--- src/nstg_pkg.sv ---
// Shared types and constants of the nine-slice tile command generator.
package nstg_pkg;

    // Width of internal region sizes; covers the largest frame of the parameter range
    localparam int DIM_W = 10;

    // Widths of the stream payloads
    localparam int S_TDATA_W = 64;
    localparam int S_TUSER_W = 2;
    localparam int M_TDATA_W = 88;

    // Region codes, in the order they are sent to the walker
    localparam logic [3:0] REGION_CENTER       = 4'd0;
    localparam logic [3:0] REGION_TOP          = 4'd1;
    localparam logic [3:0] REGION_BOTTOM       = 4'd2;
    localparam logic [3:0] REGION_LEFT         = 4'd3;
    localparam logic [3:0] REGION_RIGHT        = 4'd4;
    localparam logic [3:0] REGION_CORNER_TL    = 4'd5;
    localparam logic [3:0] REGION_CORNER_TR    = 4'd6;
    localparam logic [3:0] REGION_CORNER_BL    = 4'd7;
    localparam logic [3:0] REGION_CORNER_BR    = 4'd8;

    typedef enum logic {
        FRONT_IDLE,
        FRONT_PUSH
    } front_state_t;

    // One region handed from the classifier to the walker
    typedef struct packed {
        logic [12:0]      src_x;
        logic [12:0]      src_y;
        logic [13:0]      dst_x;
        logic [13:0]      dst_y;
        logic [DIM_W-1:0] w;
        logic [DIM_W-1:0] h;
        logic             stretch;
        logic             last;
    } region_t;

endpackage

--- src/nine_slice_tile_command_generator.sv ---
// Path: with the walker idle, an accepted request is held in the front end's registers,
// its non-empty regions pass the queue and the walker and are registered onto m_tdata.
// Throughput: one command per cycle while m_tready is high; a request yields 4 to 64
// commands with the default span, paced by the tile walker's single output register.
// The front end takes the next request after its nine regions; the walker drains the queue.
// Reset: aresetn low at a clock edge returns the front end to idle, empties the queue and
// the walker and drops any command in flight; nothing else needs clearing.
module nine_slice_tile_command_generator #(
    parameter int TILE_PIXELS    = 32,
    parameter int MAX_TILES_SPAN = 8
) (
    input  logic                           aclk,
    input  logic                           aresetn,
    input  logic                           s_tvalid,
    output logic                           s_tready,
    // start_column, start_line, rect_x, rect_y, rect_w, rect_h, zero pad
    input  logic [nstg_pkg::S_TDATA_W-1:0] s_tdata,
    // stretch_middle, stretch_edges
    input  logic [nstg_pkg::S_TUSER_W-1:0] s_tuser,
    output logic                           m_tvalid,
    input  logic                           m_tready,
    // src_x, src_y, src_w, src_h, dst_x, dst_y, dst_w, dst_h, zero pad
    output logic [nstg_pkg::M_TDATA_W-1:0] m_tdata,
    output logic                           m_tlast
);
    import nstg_pkg::*;

    region_t push_data, pop_data;
    logic    push_valid, push_ready, pop_valid, pop_ready;

    nstg_front #(
        .TILE_PIXELS    (TILE_PIXELS),
        .MAX_TILES_SPAN (MAX_TILES_SPAN)
    ) u_front (
        .aclk     (aclk),
        .aresetn  (aresetn),
        .s_tvalid (s_tvalid),
        .s_tready (s_tready),
        .s_tdata  (s_tdata),
        .s_tuser  (s_tuser),
        .q_data   (push_data),
        .q_valid  (push_valid),
        .q_ready  (push_ready)
    );

    nstg_queue u_queue (
        .aclk     (aclk),
        .aresetn  (aresetn),
        .wr_data  (push_data),
        .wr_valid (push_valid),
        .wr_ready (push_ready),
        .rd_data  (pop_data),
        .rd_valid (pop_valid),
        .rd_ready (pop_ready)
    );

    nstg_back #(
        .TILE_PIXELS (TILE_PIXELS)
    ) u_back (
        .aclk     (aclk),
        .aresetn  (aresetn),
        .q_data   (pop_data),
        .q_valid  (pop_valid),
        .q_ready  (pop_ready),
        .m_tvalid (m_tvalid),
        .m_tready (m_tready),
        .m_tdata  (m_tdata),
        .m_tlast  (m_tlast)
    );

endmodule

--- src/nstg_front.sv ---
// Request front end: clamps the frame size and splits it into nine regions.
module nstg_front #(
    parameter int TILE_PIXELS    = 32,
    parameter int MAX_TILES_SPAN = 8
) (
    input  logic                              aclk,
    input  logic                              aresetn,
    input  logic                              s_tvalid,
    output logic                              s_tready,
    input  logic [nstg_pkg::S_TDATA_W-1:0]    s_tdata,
    input  logic [nstg_pkg::S_TUSER_W-1:0]    s_tuser,
    output nstg_pkg::region_t                 q_data,
    output logic                              q_valid,
    input  logic                              q_ready
);
    import nstg_pkg::*;

    localparam logic [DIM_W-1:0] SIZE_LO = DIM_W'(2 * TILE_PIXELS);
    localparam logic [DIM_W-1:0] SIZE_HI = DIM_W'(MAX_TILES_SPAN * TILE_PIXELS);
    localparam logic [DIM_W-1:0] TILE_D  = DIM_W'(TILE_PIXELS);
    localparam logic [12:0]      TILE_13 = 13'(TILE_PIXELS);
    localparam logic [13:0]      TILE_14 = 14'(TILE_PIXELS);

    front_state_t     state_reg, state_next;
    logic [3:0]       region_reg, region_next;
    logic [12:0]      sx_reg, sy_reg;
    logic [13:0]      x_reg, y_reg, xfar_reg, yfar_reg;
    logic [DIM_W-1:0] iw_reg, ih_reg;
    logic             sm_reg, se_reg;

    logic             accept;
    logic [DIM_W-1:0] w_in, h_in, w_clamp, h_clamp;
    logic [13:0]      x_in, y_in;
    logic             region_empty;
    logic             advance;
    region_t          region;

    assign accept = s_tvalid && s_tready;
    assign w_in   = DIM_W'(s_tdata[50:42]);
    assign h_in   = DIM_W'(s_tdata[59:51]);
    assign x_in   = {s_tdata[28], s_tdata[28:16]};
    assign y_in   = {s_tdata[41], s_tdata[41:29]};

    // Saturate the frame size to the supported span
    always_comb begin
        w_clamp = w_in;
        if (w_in < SIZE_LO) w_clamp = SIZE_LO;
        if (w_in > SIZE_HI) w_clamp = SIZE_HI;
        h_clamp = h_in;
        if (h_in < SIZE_LO) h_clamp = SIZE_LO;
        if (h_in > SIZE_HI) h_clamp = SIZE_HI;
    end

    // Hold the request in pixel form
    always_ff @(posedge aclk) begin
        if (accept) begin
            sx_reg   <= 13'(s_tdata[7:0]) * TILE_13;
            sy_reg   <= 13'(s_tdata[15:8]) * TILE_13;
            x_reg    <= x_in;
            y_reg    <= y_in;
            xfar_reg <= x_in + 14'(w_clamp) - TILE_14;
            yfar_reg <= y_in + 14'(h_clamp) - TILE_14;
            iw_reg   <= w_clamp - SIZE_LO;
            ih_reg   <= h_clamp - SIZE_LO;
            sm_reg   <= s_tuser[0];
            se_reg   <= s_tuser[1];
        end
    end

    // Build the descriptor of the current region
    always_comb begin
        region         = '0;
        region.stretch = se_reg;
        region.last    = 1'b0;
        region_empty   = 1'b0;
        case (region_reg)
            REGION_CENTER: begin
                region.src_x   = sx_reg + TILE_13;
                region.src_y   = sy_reg + TILE_13;
                region.dst_x   = x_reg + TILE_14;
                region.dst_y   = y_reg + TILE_14;
                region.w       = iw_reg;
                region.h       = ih_reg;
                region.stretch = sm_reg;
                region_empty   = (iw_reg == '0) || (ih_reg == '0);
            end
            REGION_TOP: begin
                region.src_x = sx_reg + TILE_13;
                region.src_y = sy_reg;
                region.dst_x = x_reg + TILE_14;
                region.dst_y = y_reg;
                region.w     = iw_reg;
                region.h     = TILE_D;
                region_empty = (iw_reg == '0);
            end
            REGION_BOTTOM: begin
                region.src_x = sx_reg + TILE_13;
                region.src_y = sy_reg + (TILE_13 << 1);
                region.dst_x = x_reg + TILE_14;
                region.dst_y = yfar_reg;
                region.w     = iw_reg;
                region.h     = TILE_D;
                region_empty = (iw_reg == '0);
            end
            REGION_LEFT: begin
                region.src_x = sx_reg;
                region.src_y = sy_reg + TILE_13;
                region.dst_x = x_reg;
                region.dst_y = y_reg + TILE_14;
                region.w     = TILE_D;
                region.h     = ih_reg;
                region_empty = (ih_reg == '0);
            end
            REGION_RIGHT: begin
                region.src_x = sx_reg + (TILE_13 << 1);
                region.src_y = sy_reg + TILE_13;
                region.dst_x = xfar_reg;
                region.dst_y = y_reg + TILE_14;
                region.w     = TILE_D;
                region.h     = ih_reg;
                region_empty = (ih_reg == '0);
            end
            REGION_CORNER_TL: begin
                region.src_x   = sx_reg;
                region.src_y   = sy_reg;
                region.dst_x   = x_reg;
                region.dst_y   = y_reg;
                region.w       = TILE_D;
                region.h       = TILE_D;
                region.stretch = 1'b1;
            end
            REGION_CORNER_TR: begin
                region.src_x   = sx_reg + (TILE_13 << 1);
                region.src_y   = sy_reg;
                region.dst_x   = xfar_reg;
                region.dst_y   = y_reg;
                region.w       = TILE_D;
                region.h       = TILE_D;
                region.stretch = 1'b1;
            end
            REGION_CORNER_BL: begin
                region.src_x   = sx_reg;
                region.src_y   = sy_reg + (TILE_13 << 1);
                region.dst_x   = x_reg;
                region.dst_y   = yfar_reg;
                region.w       = TILE_D;
                region.h       = TILE_D;
                region.stretch = 1'b1;
            end
            REGION_CORNER_BR: begin
                region.src_x   = sx_reg + (TILE_13 << 1);
                region.src_y   = sy_reg + (TILE_13 << 1);
                region.dst_x   = xfar_reg;
                region.dst_y   = yfar_reg;
                region.w       = TILE_D;
                region.h       = TILE_D;
                region.stretch = 1'b1;
                region.last    = 1'b1;
            end
            default: begin
                region_empty = 1'b1;
            end
        endcase
    end

    assign advance = (state_reg == FRONT_PUSH) && (region_empty || q_ready);

    // Next state: idle until a request, then one region per cycle unless a non-empty region waits on a full queue
    always_comb begin
        state_next  = state_reg;
        region_next = region_reg;
        case (state_reg)
            FRONT_IDLE: begin
                if (accept) begin
                    state_next  = FRONT_PUSH;
                    region_next = REGION_CENTER;
                end
            end
            FRONT_PUSH: begin
                if (advance) begin
                    if (region_reg == REGION_CORNER_BR) begin
                        state_next = FRONT_IDLE;
                    end else begin
                        region_next = region_reg + 4'd1;
                    end
                end
            end
            default: begin
                state_next = FRONT_IDLE;
            end
        endcase
    end

    // Outputs: take requests when idle, push non-empty regions
    always_comb begin
        s_tready = 1'b0;
        q_valid  = 1'b0;
        case (state_reg)
            FRONT_IDLE: s_tready = 1'b1;
            FRONT_PUSH: q_valid  = !region_empty;
            default:    s_tready = 1'b0;
        endcase
    end

    assign q_data = region;

    always_ff @(posedge aclk) begin
        if (!aresetn) begin
            state_reg  <= FRONT_IDLE;
            region_reg <= REGION_CENTER;
        end else begin
            state_reg  <= state_next;
            region_reg <= region_next;
        end
    end

endmodule

--- src/nstg_queue.sv ---
// Short region queue between the front end and the tile walker.
module nstg_queue (
    input  logic              aclk,
    input  logic              aresetn,
    input  nstg_pkg::region_t wr_data,
    input  logic              wr_valid,
    output logic              wr_ready,
    output nstg_pkg::region_t rd_data,
    output logic              rd_valid,
    input  logic              rd_ready
);
    import nstg_pkg::*;

    localparam int DEPTH = 4;
    localparam int PTR_W = $clog2(DEPTH);

    region_t          mem [DEPTH];
    logic [PTR_W-1:0] wr_ptr_reg, rd_ptr_reg;
    logic [PTR_W:0]   count_reg, count_next;
    logic             push, pop;

    assign wr_ready = (count_reg != (PTR_W + 1)'(DEPTH));
    assign rd_valid = (count_reg != '0);
    assign rd_data  = mem[rd_ptr_reg];
    assign push     = wr_valid && wr_ready;
    assign pop      = rd_valid && rd_ready;

    always_comb begin
        count_next = count_reg;
        if (push && !pop) count_next = count_reg + 1'b1;
        if (pop && !push) count_next = count_reg - 1'b1;
    end

    // Store the incoming region
    always_ff @(posedge aclk) begin
        if (push) begin
            mem[wr_ptr_reg] <= wr_data;
        end
    end

    // Advance the pointers and the fill count
    always_ff @(posedge aclk) begin
        if (!aresetn) begin
            wr_ptr_reg <= '0;
            rd_ptr_reg <= '0;
            count_reg  <= '0;
        end else begin
            if (push) wr_ptr_reg <= wr_ptr_reg + 1'b1;
            if (pop)  rd_ptr_reg <= rd_ptr_reg + 1'b1;
            count_reg <= count_next;
        end
    end

endmodule

--- src/nstg_back.sv ---
// Tile walker: turns each region into blit commands, one per cycle unless m_tready holds the output register.
module nstg_back #(
    parameter int TILE_PIXELS = 32
) (
    input  logic                           aclk,
    input  logic                           aresetn,
    input  nstg_pkg::region_t              q_data,
    input  logic                           q_valid,
    output logic                           q_ready,
    output logic                           m_tvalid,
    input  logic                           m_tready,
    output logic [nstg_pkg::M_TDATA_W-1:0] m_tdata,
    output logic                           m_tlast
);
    import nstg_pkg::*;

    localparam logic [DIM_W-1:0] TILE_D = DIM_W'(TILE_PIXELS);

    region_t          cur_reg;
    logic             active_reg;
    logic [DIM_W-1:0] cx_reg, cy_reg;

    logic             m_valid_reg;
    logic [12:0]      src_x_reg, src_y_reg;
    logic [5:0]       src_w_reg, src_h_reg;
    logic [13:0]      dst_x_reg, dst_y_reg;
    logic [7:0]       dst_w_reg, dst_h_reg;
    logic             last_reg;

    logic             emit, done, row_end, col_end;
    logic [DIM_W-1:0] rem_w, rem_h, cw, ch;
    logic [DIM_W:0]   cx_sum, cy_sum;

    assign emit = active_reg && (!m_valid_reg || m_tready);

    // Clip the tile to what is left of the region
    always_comb begin
        rem_w   = cur_reg.w - cx_reg;
        rem_h   = cur_reg.h - cy_reg;
        cw      = (rem_w > TILE_D) ? TILE_D : rem_w;
        ch      = (rem_h > TILE_D) ? TILE_D : rem_h;
        cx_sum  = {1'b0, cx_reg} + {1'b0, TILE_D};
        cy_sum  = {1'b0, cy_reg} + {1'b0, TILE_D};
        row_end = (cy_sum >= {1'b0, cur_reg.h});
        col_end = (cx_sum >= {1'b0, cur_reg.w});
        done    = cur_reg.stretch || (row_end && col_end);
    end

    assign q_ready = !active_reg || (emit && done);

    // Walk column-major; load the next region as the current one finishes
    always_ff @(posedge aclk) begin
        if (!aresetn) begin
            active_reg <= 1'b0;
            cx_reg     <= '0;
            cy_reg     <= '0;
        end else begin
            if (q_ready) begin
                active_reg <= q_valid;
                cx_reg     <= '0;
                cy_reg     <= '0;
            end else if (emit) begin
                if (row_end) begin
                    cy_reg <= '0;
                    cx_reg <= cx_sum[DIM_W-1:0];
                end else begin
                    cy_reg <= cy_sum[DIM_W-1:0];
                end
            end
        end
    end

    always_ff @(posedge aclk) begin
        if (q_ready && q_valid) begin
            cur_reg <= q_data;
        end
    end

    // Output register: hold the command until it is taken
    always_ff @(posedge aclk) begin
        if (!aresetn) begin
            m_valid_reg <= 1'b0;
        end else if (emit) begin
            m_valid_reg <= 1'b1;
        end else if (m_tready) begin
            m_valid_reg <= 1'b0;
        end
    end

    always_ff @(posedge aclk) begin
        if (emit) begin
            src_x_reg <= cur_reg.src_x;
            src_y_reg <= cur_reg.src_y;
            last_reg  <= cur_reg.last && done;
            if (cur_reg.stretch) begin
                src_w_reg <= 6'(TILE_PIXELS);
                src_h_reg <= 6'(TILE_PIXELS);
                dst_x_reg <= cur_reg.dst_x;
                dst_y_reg <= cur_reg.dst_y;
                dst_w_reg <= cur_reg.w[7:0];
                dst_h_reg <= cur_reg.h[7:0];
            end else begin
                src_w_reg <= cw[5:0];
                src_h_reg <= ch[5:0];
                dst_x_reg <= cur_reg.dst_x + 14'(cx_reg);
                dst_y_reg <= cur_reg.dst_y + 14'(cy_reg);
                dst_w_reg <= cw[7:0];
                dst_h_reg <= ch[7:0];
            end
        end
    end

    assign m_tvalid = m_valid_reg;
    assign m_tlast  = last_reg;
    assign m_tdata  = {6'b0, dst_h_reg, dst_w_reg, dst_y_reg, dst_x_reg,
                       src_h_reg, src_w_reg, src_y_reg, src_x_reg};

endmodule
--- config.mk ---
export PLATFORM = sky130hd
export DESIGN_NAME = nine_slice_tile_command_generator
export DESIGN_NICKNAME = d
export VERILOG_FILES = /design/src/nstg_pkg.sv /design/src/nine_slice_tile_command_generator.sv /design/src/nstg_front.sv /design/src/nstg_queue.sv /design/src/nstg_back.sv
export SDC_FILE = /design/constraint.sdc
export NUM_CORES = 1
export LEC_CHECK = 0
export BUFFER_PORTS_ARGS = -buffer_cell sky130_fd_sc_hd__buf_2
export CORE_ASPECT_RATIO = 1.1
export CORE_MARGIN = 3
export CORE_UTILIZATION = 46
export CTS_CLUSTER_DIAMETER = 60
export DETAILED_ROUTE_END_ITERATION = 6
export PLACE_DENSITY_LB_ADDON = 0.3
export SKIP_CTS_REPAIR_TIMING = 1
export SYNTH_ARGS = -nofsm -noshare
export SYNTH_HDL_FRONTEND = slang
export SYNTH_HIERARCHICAL = 1
export SYNTH_SLANG_ARGS = --single-unit
--- constraint.sdc ---
create_clock -name aclk -period 7.2 [get_ports aclk]
set_input_delay 1.44 -clock aclk [delete_from_list [all_inputs] [get_ports aclk]]
set_output_delay 1.44 -clock aclk [all_outputs]
set_load 0.1 [all_outputs]
==> impl_metrics.yaml, run 1 <==
critical_path:
  r2r-start: "u_front/region_reg[0]"
  r2r_cells: 8
  rr_endpoint: "u_queue/mem[1][37]"
  path_depth: 8
  startpoint_type: "flop"
  regToRegSetupSlack_ns: 2.68
  worstPathCellList: "inv_1 > ha_1 > o21bai_1 > o21ai_1 > nor2_1 > a21boi_1 > and2_4 > buf_4"
  arrival_ns: 4.75
  slowest_stage: "o21bai_1"
  critPathMaxStageDelay_ns: 0.88
  crit_buf_inv: 2
  worstSetupPathType: "flop to flop"
  critPathLaunch: "u_front/region_reg[0]"
  crit_family: "compound AO/OA/AOI/OAI gates"
  path_max_fanout: 40
  cp.required_ns: 7.42
  crit_path_end_kind: "flop"
  crit_path_end: "u_queue/mem[1][37]"
sta:
  period_needed_ns: 4.52
  relSlewSlack_pct: 28.9
  timing.final.crit_share_pct: 62.8
  setup_tns_ns: 0
  hold_viol_final: 0
  fmax_mhz: 221
  tightest_slew_ns: 1.06
  rsz0062_at_grt: "no"
  finalMaxSlewViolations: 0
  fin_skew_ns: 0.0186
  setup_viol_count_final: 0
power:
  seq_power_share_pct: 45.3
  p_per_area_nw_per_um2: 391
  p_leak_nw: 9.80
  combPwrFrac_pct: 28.3
  swShare_pct: 35.4
  p_switching_mw: 3.83
  p_int_mw: 7.00
  ir_drop_mv: 0.315
  clock_power_share_pct: 26.4
  p_total_mw: 10.8
die:
  coreArea_um2: 52600
  initial_core_util_pct: 46.6
  rows: 88
  die-area_um2: 56200
  die_w_um: 226
  die_h_um: 248
  ioPinCount: 161
global_route:
  met1_usage_pct: 23.2
  grt_pass1_vias: 12902
  overflow: 0
  grtUsageMet2_pct: 26.6
  grt_max_degree: 56
  grt_pass1_wl_mm: 71.5
  track_usage_pct: 16.5
  use_met3_pct: 2.70
  busiest_layer: "met2"
  antenna_found_initial: 0
cells_and_area:
  mostFrequentLayoutCell: "edfxtp_1"
  fill_cells: 4260
  layout_common_cells: "edfxtp_1 (555), buf_2 (150), ha_1 (90)"
  syn_to_final_growth_pct: 12.9
  n_antenna_cell: 0
  fin_nets: 1847
  drive_above_1_share_pct: 20.4
  largest_reg_flops: 304
yosys:
  synth_seq_cells: 581
  synth_compound_gate_area_share_pct: 6.20
  avgSynthCellArea_um2: 16.3
  synth_top_family_by_area: "multiplexers"
  ys_seq_area_share_pct: 70.0
  yosysWarnings: 6
  async_flop_share_pct: 0
  synth.area.mux_share_pct: 7.37
  synth_simple_gate_area_share_pct: 6.55
  synth-main-ff-cell: "edfxtp_1"
  synth_cell_types: 78
  netlist_instances: 1504
  syn_area_um2: 24600
  synth_edf_count: 555
  synth_xor_xnor_area_share_pct: 1.86
  synth_adder_area_share_pct: 4.99
route:
  drc_errors: 0
  vias_per_cell: 5.39
  detailedRoute.firstPassIterationCount: 5
  routed_wl_mm: 46.3
  drtIter0Drc: 1003
  post_drt_wl_per_cell_um: 19.3
  ant_nets: 0
  vias: 12951
clock_network:
  htreeDepth: 2
  root_buffer: "clkbuf_16"
  clkTransAtPathRegs_ns: 0.06
  cts_tree: "yes"
  clockBufferDepth: 3
  clk_latency_ns: 0.60
  cts_buffers: 58
  cts_num_sinks: 581
min_path:
  hp-class: "flop to flop"
  worstHoldStart: "u_back/cur_reg[25]"
status:
  status: "complete, no violations"
run:
  drv_cap: 0
placement:
  hpwl_mm: 30.6
  io_buffers: 150
  gp_congestion: 0.849
[worst min-delay path by stage]
| stage | end | slack, ns | cells past startpoint |
|---|---|---|---|
| floorplan | u_back/dst_x_reg[0] | 0.40 | 0 |
| global placement | u_back/src_x_reg[11] | 0.40 | 0 |
| detailed placement | u_back/src_y_reg[6] | 0.40 | 0 |
| CTS | u_back/src_x_reg[6] | 0.42 | 0 |
| global route | u_back/dst_y_reg[3] | 0.42 | 0 |
| finish | u_back/dst_y_reg[3] | 0.41 | 0 |
[area by class of cell]
type | count | area, um^2 | share of cell area, %
clock buffer | 71 | 1520 | 5.49
timing repair buffer | 163 | 848 | 3.06
inverter | 83 | 315 | 1.14
tap | 675 | 845 | 3.05
multi-input combinational | 795 | 6700 | 24.2
clock inverter | 35 | 295 | 1.07
sequential | 581 | 17200 | 62.0
[worst reg2reg max path, cell delays in order (launching register included)]
cell and delay (ns):
dfxtp_1 0.39, inv_1 0.10, ha_1 0.33, o21bai_1 0.89, o21ai_1 0.34, nor2_1 0.22, a21boi_1 0.52, and2_4 0.70
buf_4 0.64
[cell usage after synthesis, types with 22 or more instances]
library cell	instances	area share, %
and2_1	42	1.1
nand3_1	37	0.75
mux4_2	76	7.0
o21ai_0	65	1.3
a21oi_1	54	1.1
xnor2_1	30	1.1
clkbuf_1	22	0.34
edfxtp_1	555	68
ha_1	90	4.6
dfxtp_1	26	2.1
xor2_1	22	0.78
inv_1	82	1.3
nor2_1	59	0.90
nand2_1	81	1.2
[per-layer routing]
layer / wire length, um / part of all wire [%]
met1: 20900 / 45
met2: 21800 / 47
met3: 2450 / 5.3
met4: 1160 / 2.5
met5: 0 / 0
[cell families after synthesis]
| group | after synthesis |
|---|---|
| flip-flops | 581 |
| AND/OR/NAND/NOR | 316 |
| AO/OA/AOI/OAI | 228 |
| buffers and inverters | 145 |
| adder cells (fa/ha/maj) | 95 |
| multiplexers | 85 |
| XOR/XNOR | 52 |
| other | 2 |
[through the flow]
step                cell area (um^2)  setup WS [ns]  util, %  instances  hold WS (ns)
CTS                            27700           2.61     52.7       2403         0.416
finish                         27700           2.68     52.7       2403         0.412
global placement               25900           2.64     49.2       2297         0.401
global route                   27700           2.25     52.7       2403         0.418
detailed placement             25900           2.60     49.2       2297         0.405
floorplan                      24600           2.90        -       1521         0.400
[power by group through the flow]
stage	logic (mW)	registers [mW]	clock network [mW]
2_1_floorplan	1.31	6.14	0
4_1_cts	3.10	4.92	2.96
5_1_grt	3.28	4.98	3.09
3_3_place_gp	3.04	4.96	0
6_report	3.06	4.91	2.86
3_5_place_dp	3.09	4.98	0
Note: power is estimated with default switching activity, not from simulation.
==> run 2: changes to the inputs <==
==> constraint.sdc (replaced) <==
create_clock -name aclk -period 3.8 [get_ports aclk]
set_input_delay 0.76 -clock aclk [delete_from_list [all_inputs] [get_ports aclk]]
set_output_delay 0.76 -clock aclk [all_outputs]
set_load 0.1 [all_outputs]
==> impl_metrics.yaml, run 2 (same netlist as run 1, synthesis figures left out) <==
sta:
  relSlewSlack_pct: 20.3
  timing.final.crit_share_pct: 93.0
  period_needed_ns: 3.53
  tightest_slew_ns: 1.18
  setup_tns_ns: 0
  setup_viol_count_final: 0
  hold_viol_final: 0
  fin_skew_ns: 0.0280
  finalMaxSlewViolations: 0
  rsz0062_at_grt: "no"
  fmax_mhz: 283
critical_path:
  cp.required_ns: 4.32
  critPathMaxStageDelay_ns: 0.44
  slowest_stage: "dfxtp_1"
  path_max_fanout: 6
  arrival_ns: 4.05
  crit_buf_inv: 2
  worstSetupPathType: "flop to flop"
  startpoint_type: "flop"
  worstPathCellList: "inv_1 > nor2_1 > nand2_1 > xnor2_1 > ha_1 > o21ai_0 > a21o_1 > a32o_1 > nor2_1 > o31a_1 > ha_1 > inv_1 > fa_1 > xor2_1 > or3_1 > a21boi_0"
  crit_family: "compound AO/OA/AOI/OAI gates"
  crit_path_end_kind: "flop"
clock_network:
  htreeDepth: 2
  cts_tree: "yes"
  clockBufferDepth: 3
  clkTransAtPathRegs_ns: 0.06
  cts_num_sinks: 581
  root_buffer: "clkbuf_16"
  cts_buffers: 54
  clk_latency_ns: 0.60
status:
  status: "complete, no violations"
global_route:
  grt_pass1_wl_mm: 73.3
  grt_max_degree: 57
  overflow: 0
  track_usage_pct: 16.7
  grt_pass1_vias: 13337
  antenna_found_initial: 2
cells_and_area:
  fill_cells: 4222
  layout_common_cells: "edfxtp_1 (555), buf_2 (150), ha_1 (90)"
  largest_reg_flops: 304
  utilization_pct: 52.8
  fin_nets: 1865
  layout.cells.non_filler: 2421
  syn_to_final_growth_pct: 13.2
  mostFrequentLayoutCell: "edfxtp_1"
  drive_above_1_share_pct: 20.9
power:
  ir_drop_mv: 0.395
  p_leak_nw: 9.84
  p_per_area_nw_per_um2: 725
  p_total_mw: 20.2
run:
  drv_cap: 0
route:
  vias_per_cell: 5.38
  routed_wl_mm: 46.3
  ant_nets: 0
  drtIter0Drc: 1020
  vias: 13035
  drc_errors: 0
  detailedRoute.firstPassIterationCount: 7
  post_drt_wl_per_cell_um: 19.1
die:
  die_h_um: 248
  rows: 88
  die_w_um: 226
  ioPinCount: 161
  die-area_um2: 56200
  initial_core_util_pct: 46.6
  coreArea_um2: 52600
placement:
  place_inst: 2318
  gp_congestion: 0.830
  io_buffers: 150
  hpwl_mm: 31.4
min_path:
  hp-class: "primary input to flop"
[run 2: changes by cell type in the layout (fill, tap and decap cells not counted), sizes merged, moves of 2 or more]
cell	previous run	this run
diode	0	2
clkbuf	71	66
buf	163	185
bufinv	4	1
clkinv	23	28
inv	87	85
[run 2: layer usage]
layer	part of all wire [%]	up-vias	global-route usage, %
met2	47	320	27.2
met3	5.3	60	2.99
li1	-	6174	-
met4	1.9	0	4.55
met1	45	6481	23.6
met5	0	-	0
[run 2: worst register-to-register path: cells and delay by family (launching register included)]
| kind | cells | cell delay (ns) |
|---|---|---|
| buffers and inverters | 2 | 0.16 |
| flip-flops | 1 | 0.44 |
| AND/OR/NAND/NOR | 4 | 0.80 |
| adder cells (fa/ha/maj) | 3 | 0.87 |
| XOR/XNOR | 2 | 0.28 |
| AO/OA/AOI/OAI | 5 | 0.93 |
[run 2: final cells by class]
class	count	area (um^2)	share of cell area [%]
antenna	2	5.00	0.0180
clock buffer	66	1400	5.02
clock inverter	34	219	0.788
inverter	83	315	1.13
multi-input combinational	795	6700	24.1
sequential	581	17200	61.9
tap	675	845	3.04
timing repair buffer	185	1110	4.01
[run 2: final timing paths]
| path | startpoint | endpoint | slack (ns) | cells past startpoint |
|---|---|---|---|---|
| min reg2reg | u_back/cur_reg[74] | u_back/src_x_reg[11] | 0.40 | 0 |
| max reg2reg | u_back/cx_reg[7] | u_queue/count_reg[2] | 0.27 | 16 |
| max | u_back/cx_reg[7] | u_queue/count_reg[2] | 0.27 | 16 |
| min | s_tdata[13] | u_front/sy_reg[10] | 0.33 | 1 |
[run 2: per-stage QoR]
stage / hold WS (ns) / worst slack (ns) / area, um^2
6_report: 0.333 / 0.266 / 27800
5_1_grt: 0.294 / 0.0143 / 27800
4_1_cts: 0.290 / 0.290 / 27800
3_5_place_dp: 0.405 / 0.0284 / 26200
3_3_place_gp: 0.403 / 0.0636 / 26200
2_1_floorplan: 0.400 / 0.306 / 24600
[run 2: report_power, final]
group	total, mW	internal [mW]	switching (mW)
logic	5.90	1.53	4.37
registers	9.33	8.70	0.622
clock network	4.94	2.69	2.25
total	20.2	12.9	7.23
